### config.mk
export PLATFORM = sky130hd
export DESIGN_NAME = imu_frame_deframer_unit
export DESIGN_NICKNAME = d
export VERILOG_FILES = /design/src/rtl/ifd_pkg.sv /design/src/rtl/ifd_byte_cell.sv /design/src/rtl/ifd_sync_ctrl.sv /design/src/rtl/imu_frame_deframer_unit.sv
export SDC_FILE = /design/constraint.sdc
export NUM_CORES = 1
export LEC_CHECK = 0
export BUFFER_PORTS_ARGS = -buffer_cell sky130_fd_sc_hd__buf_2
export CORE_ASPECT_RATIO = 2
export CORE_MARGIN = 2
export CORE_UTILIZATION = 35
export CTS_BUF_LIST = sky130_fd_sc_hd__clkbuf_8
export DETAILED_ROUTE_END_ITERATION = 10
export GPL_ROUTABILITY_DRIVEN = 0
export SLEW_MARGIN = 30
export SYNTH_ARGS = -nofsm -noshare
export SYNTH_HDL_FRONTEND = slang
export SYNTH_HIERARCHICAL = 1
export SYNTH_SLANG_ARGS = --single-unit
### constraint.sdc
create_clock -name clock -period 25.8 [get_ports clock]
set_clock_uncertainty 0.05 [all_clocks]
set_input_delay 1.29 -clock clock [delete_from_list [all_inputs] [get_ports clock]]
set_output_delay 1.29 -clock clock [all_outputs]
set_load 0.05 [all_outputs]
### src/rtl/ifd_pkg.sv
// Shared constants and types for the IMU frame deframer.
package ifd_pkg;

   localparam logic [7:0] SYNC_FIRST    = 8'hAA;
   localparam logic [7:0] SYNC_SECOND   = 8'h55;
   localparam int         FRAME_BYTES   = 14;
   localparam int         PAYLOAD_BYTES = FRAME_BYTES - 1;
   localparam int         INDEX_WIDTH   = $clog2(FRAME_BYTES);
   localparam logic [INDEX_WIDTH-1:0] LAST_INDEX = INDEX_WIDTH'(PAYLOAD_BYTES);

   typedef enum logic [1:0] {
      PHASE_HUNT      = 2'd0,
      PHASE_GOT_FIRST = 2'd1,
      PHASE_COLLECT   = 2'd2
   } phase_type;

   // Per-transaction controls from the sync controller to the datapath
   typedef struct packed {
      logic shift_en;    // payload byte goes into the cell chain
      logic frame_good;  // checksum byte matched, capture the frame
      logic last_byte;   // the next byte is the checksum byte
   } ctrl_type;

endpackage

### src/rtl/ifd_byte_cell.sv
// One byte cell of the payload shift chain.
module ifd_byte_cell (
   input  logic       clock,
   input  logic       shift_en,
   input  logic [7:0] data_in,
   output logic [7:0] data_out
);

   logic [7:0] data_ff;
   logic [7:0] byte_in;

   assign byte_in = shift_en ? data_in : data_ff;

   always_ff @(posedge clock) begin
      data_ff <= byte_in;
   end

   assign data_out = data_ff;

endmodule

### src/rtl/ifd_sync_ctrl.sv
// Sync hunt, payload count and running checksum.
module ifd_sync_ctrl (
   input  logic             clock,
   input  logic             reset,
   input  logic             accept,
   input  logic [7:0]       rx_byte,
   output ifd_pkg::ctrl_type ctrl
);

   import ifd_pkg::*;

   phase_type              phase_ff, phase_in;
   logic [INDEX_WIDTH-1:0] index_ff, index_in;
   logic [7:0]             xor_ff, xor_in;

   always_ff @(posedge clock) begin
      if (reset) begin
         phase_ff <= PHASE_HUNT;
         index_ff <= '0;
         xor_ff   <= '0;
      end else begin
         phase_ff <= phase_in;
         index_ff <= index_in;
         xor_ff   <= xor_in;
      end
   end

   always_comb begin
      phase_in        = phase_ff;
      index_in        = index_ff;
      xor_in          = xor_ff;
      ctrl.shift_en   = 1'b0;
      ctrl.frame_good = 1'b0;
      ctrl.last_byte  = (phase_ff == PHASE_COLLECT) && (index_ff == LAST_INDEX);
      if (accept) begin
         unique case (phase_ff)
            PHASE_GOT_FIRST: begin
               // a wrong second byte is dropped, never retried as a first sync byte
               phase_in = (rx_byte == SYNC_SECOND) ? PHASE_COLLECT : PHASE_HUNT;
               index_in = '0;
               xor_in   = '0;
            end
            PHASE_COLLECT: begin
               if (index_ff != LAST_INDEX) begin
                  ctrl.shift_en = 1'b1;
                  xor_in        = xor_ff ^ rx_byte;
                  index_in      = index_ff + 1'b1;
               end else begin
                  ctrl.frame_good = (rx_byte == xor_ff);
                  phase_in        = PHASE_HUNT;
                  index_in        = '0;
                  xor_in          = '0;
               end
            end
            default: begin
               // hunting, and the unused phase code
               phase_in = (rx_byte == SYNC_FIRST) ? PHASE_GOT_FIRST : PHASE_HUNT;
               index_in = '0;
               xor_in   = '0;
            end
         endcase
      end
   end

   a_shift_xor_good: assert property (@(posedge clock) disable iff (reset)
      !(ctrl.shift_en && ctrl.frame_good))
      else $error("shift and frame capture in the same transaction");

   a_index_range: assert property (@(posedge clock) disable iff (reset)
      index_ff <= LAST_INDEX)
      else $error("payload index beyond checksum position");

   a_idle_clear: assert property (@(posedge clock) disable iff (reset)
      (phase_ff != PHASE_COLLECT) |-> (index_ff == '0 && xor_ff == '0))
      else $error("index or checksum not cleared outside collection");

endmodule

### src/rtl/imu_frame_deframer_unit.sv
// IMU frame deframer: sync hunt, 13-cell payload chain and result register.
//
// Input channel req_ (valid/ready) carries one serial byte per transaction on
// req_rx_byte. The block hunts for 0xAA then 0x55, then shifts 13 payload
// bytes through a chain of byte cells and compares the 14th byte with the
// XOR of the 13. A matching frame appears on the rsp_ channel (valid/ready)
// as the identifier and six signed words; a bad frame is dropped.
// Throughput: one byte per cycle while req_ready is high. Latency: the result
// is valid in the cycle after the checksum byte is accepted.
// The result register frees the input side: bytes keep flowing while a
// result waits. Only the checksum byte of the following frame is held off
// (req_ready low) while an earlier result is still untaken.
// Reset (synchronous, active high) returns to hunting and clears rsp_valid;
// the payload cells are not reset.
module imu_frame_deframer_unit (
   input  logic              clock,
   input  logic              reset,
   input  logic              req_valid,
   output logic              req_ready,
   input  logic [7:0]        req_rx_byte,
   output logic              rsp_valid,
   input  logic              rsp_ready,
   output logic [7:0]        rsp_frame_id,
   output logic signed [15:0] rsp_accel_first,
   output logic signed [15:0] rsp_accel_second,
   output logic signed [15:0] rsp_accel_third,
   output logic signed [15:0] rsp_gyro_first,
   output logic signed [15:0] rsp_gyro_second,
   output logic signed [15:0] rsp_gyro_third
);

   import ifd_pkg::*;

   ctrl_type   ctrl;
   logic       accept;
   logic [7:0] cell_data [PAYLOAD_BYTES];

   logic       rsp_valid_ff, rsp_valid_in;
   logic [7:0] frame_id_ff;
   logic [15:0] word_ff [6];

   assign req_ready = !rsp_valid_ff || rsp_ready || !ctrl.last_byte;
   assign accept    = req_valid && req_ready;

   ifd_sync_ctrl u_sync_ctrl (
      .clock   (clock),
      .reset   (reset),
      .accept  (accept),
      .rx_byte (req_rx_byte),
      .ctrl    (ctrl)
   );

   // Cell 0 takes the newest byte; after 13 shifts cell 12 holds payload byte 0
   for (genvar i = 0; i < PAYLOAD_BYTES; i++) begin : g_cell
      if (i == 0) begin : g_head
         ifd_byte_cell u_cell (
            .clock    (clock),
            .shift_en (ctrl.shift_en),
            .data_in  (req_rx_byte),
            .data_out (cell_data[i])
         );
      end else begin : g_body
         ifd_byte_cell u_cell (
            .clock    (clock),
            .shift_en (ctrl.shift_en),
            .data_in  (cell_data[i-1]),
            .data_out (cell_data[i])
         );
      end
   end

   always_comb begin
      priority if (ctrl.frame_good) begin
         rsp_valid_in = 1'b1;
      end else if (rsp_ready) begin
         rsp_valid_in = 1'b0;
      end else begin
         rsp_valid_in = rsp_valid_ff;
      end
   end

   always_ff @(posedge clock) begin
      if (reset) begin
         rsp_valid_ff <= 1'b0;
      end else begin
         rsp_valid_ff <= rsp_valid_in;
      end
   end

   // Word j: low byte at payload 2j+1, high byte at payload 2j+2
   always_ff @(posedge clock) begin
      if (ctrl.frame_good) begin
         frame_id_ff <= cell_data[PAYLOAD_BYTES-1];
         for (int j = 0; j < 6; j++) begin
            word_ff[j] <= {cell_data[PAYLOAD_BYTES-3-2*j], cell_data[PAYLOAD_BYTES-2-2*j]};
         end
      end
   end

   assign rsp_valid        = rsp_valid_ff;
   assign rsp_frame_id     = frame_id_ff;
   assign rsp_accel_first  = word_ff[0];
   assign rsp_accel_second = word_ff[1];
   assign rsp_accel_third  = word_ff[2];
   assign rsp_gyro_first   = word_ff[3];
   assign rsp_gyro_second  = word_ff[4];
   assign rsp_gyro_third   = word_ff[5];

   a_good_needs_accept: assert property (@(posedge clock) disable iff (reset)
      ctrl.frame_good |-> accept)
      else $error("frame captured without an input transaction");

   a_no_overwrite: assert property (@(posedge clock) disable iff (reset)
      ctrl.frame_good |-> (!rsp_valid_ff || rsp_ready))
      else $error("pending result overwritten");

   a_good_shows: assert property (@(posedge clock) disable iff (reset)
      ctrl.frame_good |=> rsp_valid_ff)
      else $error("good frame not presented");

endmodule
==> out/qor.csv, run 1 <==
metric,value,unit
clkLatencyLatePin,0.56,ns
rsz0062_at_grt,no,
r2r_end,g_cell[0].g_head.u_cell/data_out[3],
setup_ws,21.48,ns
die_area,0.0220,mm2
nFillCells,1817,
finalSetupViolCount,0,
cp_num_buf_inv,2,
maxSlewHeadroom,0.435,
synthFlopType,edfxtp_1,
cp.depth,9,
via_per_inst,4.56,
status,finished clean,
yosysWarnings,6,
final_cell_mix,"208 x edfxtp_1, 117 x buf_2, 31 x clkbuf_8, 15 x dfxtp_1",
path_cells,inv_1 -> ha_1 -> nand3_1 -> nor2_1 -> nand3b_4 -> and2_1 -> nand2_1 -> nor2b_4 -> buf_4,
insertedDiodeCount,0,
core_area,0.0205,mm2
track_usage,0.106,
critPathArrivalTime,4.44,ns
die_w,106,um
fin_crit,4.32,ns
rrSetupSlack,21.48,ns
critPathCaptureType,flop,
dr.pass1.iters,4,
cts_resized,0,
cp_max_fo,65,
ir_drop,0.0355,mV
drt-initial-drc-count,144,
leakage,3.01,nW
power.total,0.666,mW
placed_area,0.00823,mm2
crit_path_start_kind,flop,
ys_seq_elements,223,
ys_types,30,
critPathMaxStageDelay,0.76,ns
ios,118,
cts_buffers,30,
syn_to_final_growth,21.7,%
min_period_over_period,0.167,
die_h,208,um
drive_gt1_frac,0.342,
cts-hold-fix-buffers,0,
initial_utilization,0.356,
vias,3476,
critical_path_class,reg2reg,
cts_setup_buffers,0,
grt_start_max_net_pins,81,
drc,0,
max-clock-path-buffers,3,
min_path_type,reg2reg,
synth_nets,344,
crit_end,g_cell[0].g_head.u_cell/data_out[3],
wl_per_cell,15.7,um
synth_top_area_frac,0.858,
powerDensity,75.2,mW/mm2
clkTransAtPathRegs,0.07,ns
hpwl,7.57,mm
final_common_cell,edfxtp_1,
utilization,0.433,
wl,12.0,mm
grt_pass1_wl,18.5,mm
place_ws,21.44,ns
hold_viol,0,
crit_family,simple AND/OR/NAND/NOR gates,
netlist_top_cells_area,"edfxtp_1 86%, dfxtp_1 4.1%, nand4b_1 1.4%",
portBuffers,117,
nets,489,
cts_tree,yes,
timing.fmax,232,MHz
synth_cells,328,
synth-edff-count,208,
ys_seq_area_frac,0.899,
drv_slew,0,
root_buffer,clkbuf_8,
syn-cell-area,0.00728,mm2
numClockSinks,223,
htreeDepth,1,
maxCapViolCount,0,
r2r-start,u_sync_ctrl/index_ff[1],
finish.instance_area,0.00886,mm2
cp.required,25.92,ns
syn_area_per_cell,22.2,um2
slowest_stage,buf_4,
fin_tns_setup,0,ns
rows,74,
first_global_vias,3593,
gr-total-overflow,0,
r2r_cells,9,
tightest_slew,0.847,ns
crit_start,u_sync_ctrl/index_ff[1],
synth_async_sr_flop_share,0,
antenna_found_initial,0,
ant_nets,0,
synth_top_area_cell,edfxtp_1,
==> per-layer routing <==
layer / GRT usage / wire (um) / vias to the layer above
li1: - / - / 1594
met1: 0.118 / 4610 / 1694
met2: 0.182 / 6000 / 160
met3: 0.0338 / 989 / 28
met4: 0.0540 / 386 / 0
met5: 0 / 0 / -
==> cell type report <==
cell class | count | area (um2) | area share
Multi-Input combinational cell | 92 | 698 | 0.0788
Tap cell | 266 | 333 | 0.0376
Clock buffer | 31 | 427 | 0.0482
Inverter | 5 | 18.8 | 0.00212
Timing Repair Buffer | 121 | 639 | 0.0722
Sequential cell | 223 | 6550 | 0.739
Clock inverter | 25 | 199 | 0.0225
==> through the flow <==
| stage | hold slack [ns] | cells |
|---|---|---|
| after global routing | 0.379 | 763 |
| after detailed placement | 0.357 | 707 |
| after global placement | 0.352 | 706 |
| after floorplan | 0.350 | 328 |
| final | 0.371 | 763 |
| after CTS | 0.372 | 763 |
==> worst register-to-register path, stage by stage, from the launching register on <==
cell and delay [ns]:
dfxtp_1 0.39, inv_1 0.06, ha_1 0.20, nand3_1 0.55, nor2_1 0.17, nand3b_4 0.11, and2_1 0.67, nand2_1 0.29
nor2b_4 0.60, buf_4 0.77
==> synth_stat cells (2+ instances only) <==
library cell	instances
a21oi_1	5
ha_1	4
edfxtp_1	208
dfxtp_1	15
buf_2	2
nand2b_1	12
nand3_1	3
nand4_1	11
xnor2_1	4
o2111ai_1	2
a31oi_1	9
nor2b_1	10
and2_1	2
inv_1	5
clkbuf_1	6
xor2_1	5
nand4b_1	12
==> cells by family after synthesis <==
kind of cell               after synthesis  synth area share
buffers and inverters                   13           0.00705
AOI/OAI and AO/OA                       16            0.0136
DFF                                    223             0.899
and+or+nand+nor                         63            0.0624
xor gates and xnor gates                 9            0.0108
adders and majority gates                4           0.00688
==> state kept, by name, summed over array words and instances, names as in the netlist <==
| signal | count |
|---|---|
| rsp_valid | 1 |
| u_sync_ctrl/phase_ff | 2 |
| u_sync_ctrl/xor_ff | 8 |
| u_sync_ctrl/index_ff | 4 |
| rsp_frame_id | 8 |
| g_cell.g_head.u_cell/data_out | 8 |
| word_ff | 96 |
| g_cell.g_body.u_cell/data_out | 96 |
==> how the worst min path moves through the flow <==
stage / from / slack (ns) / depth (start not counted) / end
final: g_cell[12].g_body.u_cell/data_out[1] / 0.37 / 0 / rsp_frame_id[1]
after global routing: g_cell[12].g_body.u_cell/data_out[0] / 0.38 / 0 / rsp_frame_id[0]
after global placement: g_cell[12].g_body.u_cell/data_out[6] / 0.35 / 0 / rsp_frame_id[6]
after CTS: g_cell[12].g_body.u_cell/data_out[1] / 0.37 / 0 / rsp_frame_id[1]
after detailed placement: g_cell[12].g_body.u_cell/data_out[0] / 0.36 / 0 / rsp_frame_id[0]
after floorplan: g_cell[12].g_body.u_cell/data_out[0] / 0.35 / 0 / rsp_frame_id[0]
==> report_power, final <==
group	leakage (nW)	switching [mW]	internal [mW]	total, mW
clock network	0.318	0.128	0.144	0.272
logic	0.704	0.00299	0.00214	0.00512
registers	1.99	0.00000183	0.389	0.389
total	3.01	0.131	0.535	0.666
Power figures use the tool's default switching activity.
==> run 2: changes to the inputs <==
==> constraint.sdc (replaced) <==
create_clock -name clock -period 3.9 [get_ports clock]
set_clock_uncertainty 0.05 [all_clocks]
set_input_delay 0.195 -clock clock [delete_from_list [all_inputs] [get_ports clock]]
set_output_delay 0.195 -clock clock [all_outputs]
set_load 0.05 [all_outputs]
==> out/qor.csv, run 2 (synthesized netlist as in run 1, its figures left out) <==
metric,value,unit
cts_resized,0,
clkPwrFrac,0.390,
timing.fmax,314,MHz
dr.pass1.iters,4,
gr-total-overflow,0,
root_buffer,clkbuf_8,
nets,500,
vias,3486,
fin_crit,3.18,ns
drt-initial-drc-count,118,
maxCapViolCount,0,
ant_nets,0,
wl_per_cell,15.9,um
rsz0062_at_grt,no,
swShare,0.193,
finalSetupViolCount,0,
r2r_end,rsp_valid,
rrSetupSlack,0.72,ns
grt_pass1_wl,19.2,mm
portBuffers,117,
clkLatencyLatePin,0.55,ns
tightest_slew,0.848,ns
placedCellCount,707,
hpwl,7.36,mm
cp_max_fo,105,
path_cells,ha_4 -> nand3_2 -> buf_4 -> or4_1 -> nor4_4 -> buf_12 -> inv_1 -> a21oi_1 -> dlygate4sd3_1,
slowest_stage,dlygate4sd3_1,
min_path_cells,4,
ios,118,
cts_setup_buffers,0,
r2r_cells,9,
syn_to_final_growth,22.9,%
critical_path_class,reg2reg,
switchingPower,0.829,mW
drive_gt1_frac,0.350,
powerDensity,480,mW/mm2
track_usage,0.110,
die_area,0.0220,mm2
grt_start_max_net_pins,106,
drc,0,
insertedDiodeCount,0,
p_seq_frac,0.600,
critPathCaptureType,flop,
die_h,208,um
die_w,106,um
crit_path_start_kind,flop,
htreeDepth,1,
leakage,3.06,nW
min_period_over_period,0.817,
via_per_inst,4.53,
hold_end,u_sync_ctrl/xor_ff[3],
rows,74,
max-clock-path-buffers,3,
min_path_type,in2reg,
final_cell_mix,"208 x edfxtp_1, 117 x buf_2, 31 x clkbuf_8, 13 x dfxtp_1",
cts_buffers,30,
cts_tree,yes,
antenna_found_initial,0,
intPower,3.46,mW
maxSlewHeadroom,0.435,
instances_no_fill,769,
clkTransAtPathRegs,0.07,ns
r2r-start,u_sync_ctrl/index_ff[0],
first_global_vias,3727,
status,finished clean,
numClockSinks,223,
drv_slew,0,
ir_drop,0.208,mV
core_area,0.0205,mm2
hold_viol,0,
final_common_cell,edfxtp_1,
p_comb_frac,0.010,
fin_tns_setup,0,ns
critPathMaxStageDelay,0.56,ns
wl,12.2,mm
cp.required,4.34,ns
initial_utilization,0.356,
critPathArrivalTime,3.62,ns
min_from,req_valid,
[run 2: area by class of cell]
class                           count  area [um2]
Fill cell                        1788       11500
Tap cell                          266         333
Clock buffer                       31         427
Timing Repair Buffer              132         738
Inverter                            5        18.8
Multi-Input combinational cell     92         746
Clock inverter                     20         139
Sequential cell                   223        6550
[run 2: power groups by stage]
| stage | Sequential (mW) | Clock, mW | Combinational, mW |
|---|---|---|---|
| 2_1_floorplan | 2.63 | 0 | 0.0207 |
| 3_3_place_gp | 2.63 | 0 | 0.0335 |
| 3_5_place_dp | 2.63 | 0 | 0.0344 |
| 4_1_cts | 2.57 | 1.75 | 0.0420 |
| 5_1_grt | 2.57 | 1.84 | 0.0454 |
| 6_report | 2.58 | 1.67 | 0.0422 |
[run 2: repair_timing]
item                                   CTS  global route
hold buffers                            11             0
endpoints found under the hold margin   23             0
setup endpoints to repair                0             0
[run 2: stage by stage]
stage | power [mW] | instance area (um2) | util | hold slack [ns] | setup WS [ns]
detailed placement | 2.66 | 8270 | 0.404 | 0.356 | 1.20
global route | 4.45 | 8950 | 0.437 | 0.159 | 0.669
global placement | 2.66 | 8270 | 0.404 | 0.351 | 1.33
finish | 4.29 | 8950 | 0.437 | 0.156 | 0.716
floorplan | 2.65 | 7380 | - | 0.214 | -1.36
CTS | 4.37 | 8950 | 0.437 | 0.103 | 0.793
[run 2: metal layers]
metal / part of all wire / wire length (um) / GRT usage / vias to the layer above
met5: 0 / 0 / 0 / -
met4: 0.030 / 368 / 0.0504 / 0
met3: 0.081 / 990 / 0.0373 / 29
met2: 0.51 / 6280 / 0.195 / 136
met1: 0.37 / 4560 / 0.116 / 1707
li1: - / - / - / 1614
[run 2: worst max-delay path: cells and delay by family, from the launching register on]
kind,cells,cell delay [ns]
compound gates,1,0.14
fa+ha+maj,1,0.19
buf+inv,4,1.32
flops,1,0.45
simple gates,3,0.86
[run 2: how the worst max path moves through the flow]
| stage | slack, ns | from | endpoint | depth (start not counted) |
|---|---|---|---|---|
| after floorplan | -1.36 | u_sync_ctrl/index_ff[1] | rsp_frame_id[0] | 11 |
| after global placement | 1.33 | u_sync_ctrl/index_ff[1] | g_cell[12].g_body.u_cell/data_out[2] | 10 |
| after detailed placement | 1.20 | u_sync_ctrl/index_ff[1] | g_cell[11].g_body.u_cell/data_out[2] | 10 |
| after CTS | 0.79 | u_sync_ctrl/index_ff[0] | rsp_valid | 9 |
| after global routing | 0.67 | u_sync_ctrl/index_ff[0] | rsp_valid | 9 |
| final | 0.72 | u_sync_ctrl/index_ff[0] | rsp_valid | 9 |
==> run 3: changes to the inputs <==
==> constraint.sdc (replaced) <==
create_clock -name clock -period 2.6 [get_ports clock]
set_clock_uncertainty 0.05 [all_clocks]
set_input_delay 0.13 -clock clock [delete_from_list [all_inputs] [get_ports clock]]
set_output_delay 0.13 -clock clock [all_outputs]
set_load 0.05 [all_outputs]
==> out/qor.csv, run 3 (synthesized netlist as in run 1, its figures left out) <==
metric,value,unit
utilization,0.442,
setup_ws,0.157,ns
core_area,0.0205,mm2
ios,118,
htreeDepth,1,
min_period_over_period,0.939,
vias,3511,
leakage,3.10,nW
critical_path_class,reg2reg,
final_common_cell,edfxtp_1,
placed_area,0.00831,mm2
critPathCaptureType,flop,
drt-initial-drc-count,62,
dr.pass1.iters,4,
final_cell_mix,"208 x edfxtp_1, 117 x buf_2, 30 x clkbuf_8, 13 x dfxtp_1",
rsz0062_at_grt,no,
maxSlewHeadroom,0.678,
crit_path_start_kind,flop,
cts_setup_buffers,0,
min_path_type,in2reg,
maxCapViolCount,0,
nFillCells,1755,
nets,502,
numClockSinks,223,
powerDensity,741,mW/mm2
fin_crit,2.44,ns
insertedDiodeCount,0,
power.total,6.70,mW
via_per_inst,4.54,
grt_pass1_wl,19.5,mm
grt_start_max_net_pins,90,
wl,12.5,mm
hold_viol,0,
cts_buffers,30,
clkLatencyLatePin,0.57,ns
rows,74,
finish.instance_area,0.00904,mm2
antenna_found_initial,0,
initial_utilization,0.356,
syn_to_final_growth,24.2,%
multiInputGateArea,746,um2
finalSetupViolCount,0,
cp_max_fo,89,
wl_per_cell,16.1,um
status,finished clean,
ir_drop,0.681,mV
root_buffer,clkbuf_8,
cts_tree,yes,
gr-total-overflow,0,
drc,0,
track_usage,0.113,
die_area,0.0220,mm2
first_global_vias,3686,
die_w,106,um
drive_gt1_frac,0.356,
portBuffers,117,
cp.required,2.75,ns
die_h,208,um
tightest_slew,0.482,ns
drv_slew,0,
max-clock-path-buffers,3,
clkTransAtPathRegs,0.07,ns
hpwl,7.66,mm
ff_latch_area,0.00655,mm2
critPathArrivalTime,2.59,ns
place_ws,0.146,ns
timing.fmax,409,MHz
ant_nets,0,
-- run 3: changes by cell type in the layout (fill, tap and decap cells not counted), sizes merged --
cell         delta
buf             +3
bufinv          +2
clkbuf          -1
clkinv          -1
clkinvlp        +1
dlygate4sd3     -1
inv             +2
-- run 3: layout make-up --
class | instances | share of cell area
Timing Repair Buffer | 134 | 0.0844
Inverter | 5 | 0.00208
Sequential cell | 223 | 0.724
Clock inverter | 24 | 0.0241
Clock buffer | 30 | 0.0457
Multi-Input combinational cell | 92 | 0.0825
Tap cell | 266 | 0.0368
-- run 3: worst max-delay path: stages, from the launching register on --
cell and delay [ns]:
dfxtp_1 0.45, ha_4 0.18, nand3_2 0.10, or4_1 0.47, nor4_4 0.36, buf_12 0.42
-- run 3: per-layer routing --
layer  vias to the layer above  routed length [um]  global-route usage
met5                         -                   0                   0
met3                        36                1050              0.0354
met1                      1723                4700               0.125
met2                       130                6270               0.191
li1                       1622                   -                   -
met4                         0                 450              0.0608
-- run 3: per-stage QoR --
| stage | instances | TNS, ns | hold WS (ns) |
|---|---|---|---|
| 5_1_grt | 774 | 0 | 0.221 |
| 2_1_floorplan | 328 | -492.92 | 0.149 |
| 6_report | 774 | 0 | 0.226 |
| 3_5_place_dp | 710 | 0 | 0.347 |
| 4_1_cts | 774 | 0 | 0.174 |
| 3_3_place_gp | 710 | 0 | 0.332 |
-- run 3: final timing paths --
check,start,end,slack (ns),cells past startpoint
max,u_sync_ctrl/index_ff[0],word_ff[1][5],0.16,5
min,req_valid,u_sync_ctrl/xor_ff[0],0.23,5
max reg2reg,u_sync_ctrl/index_ff[0],word_ff[1][5],0.16,5
min reg2reg,g_cell[12].g_body.u_cell/data_out[0],rsp_frame_id[0],0.37,0
-- run 3: what timing repair did --
| item | 4_1_cts | 5_1_grt |
|---|---|---|
| resized for setup | 0 | 0 |
| hold buffers | 10 | 0 |
| hold endpoints to repair | 23 | 0 |
-- run 3: where the power goes --
part	internal, mW	switching, mW
clock	1.49	1.28
combinational	0.0325	0.0334
sequential	3.86	0.0000240
total	5.38	1.32
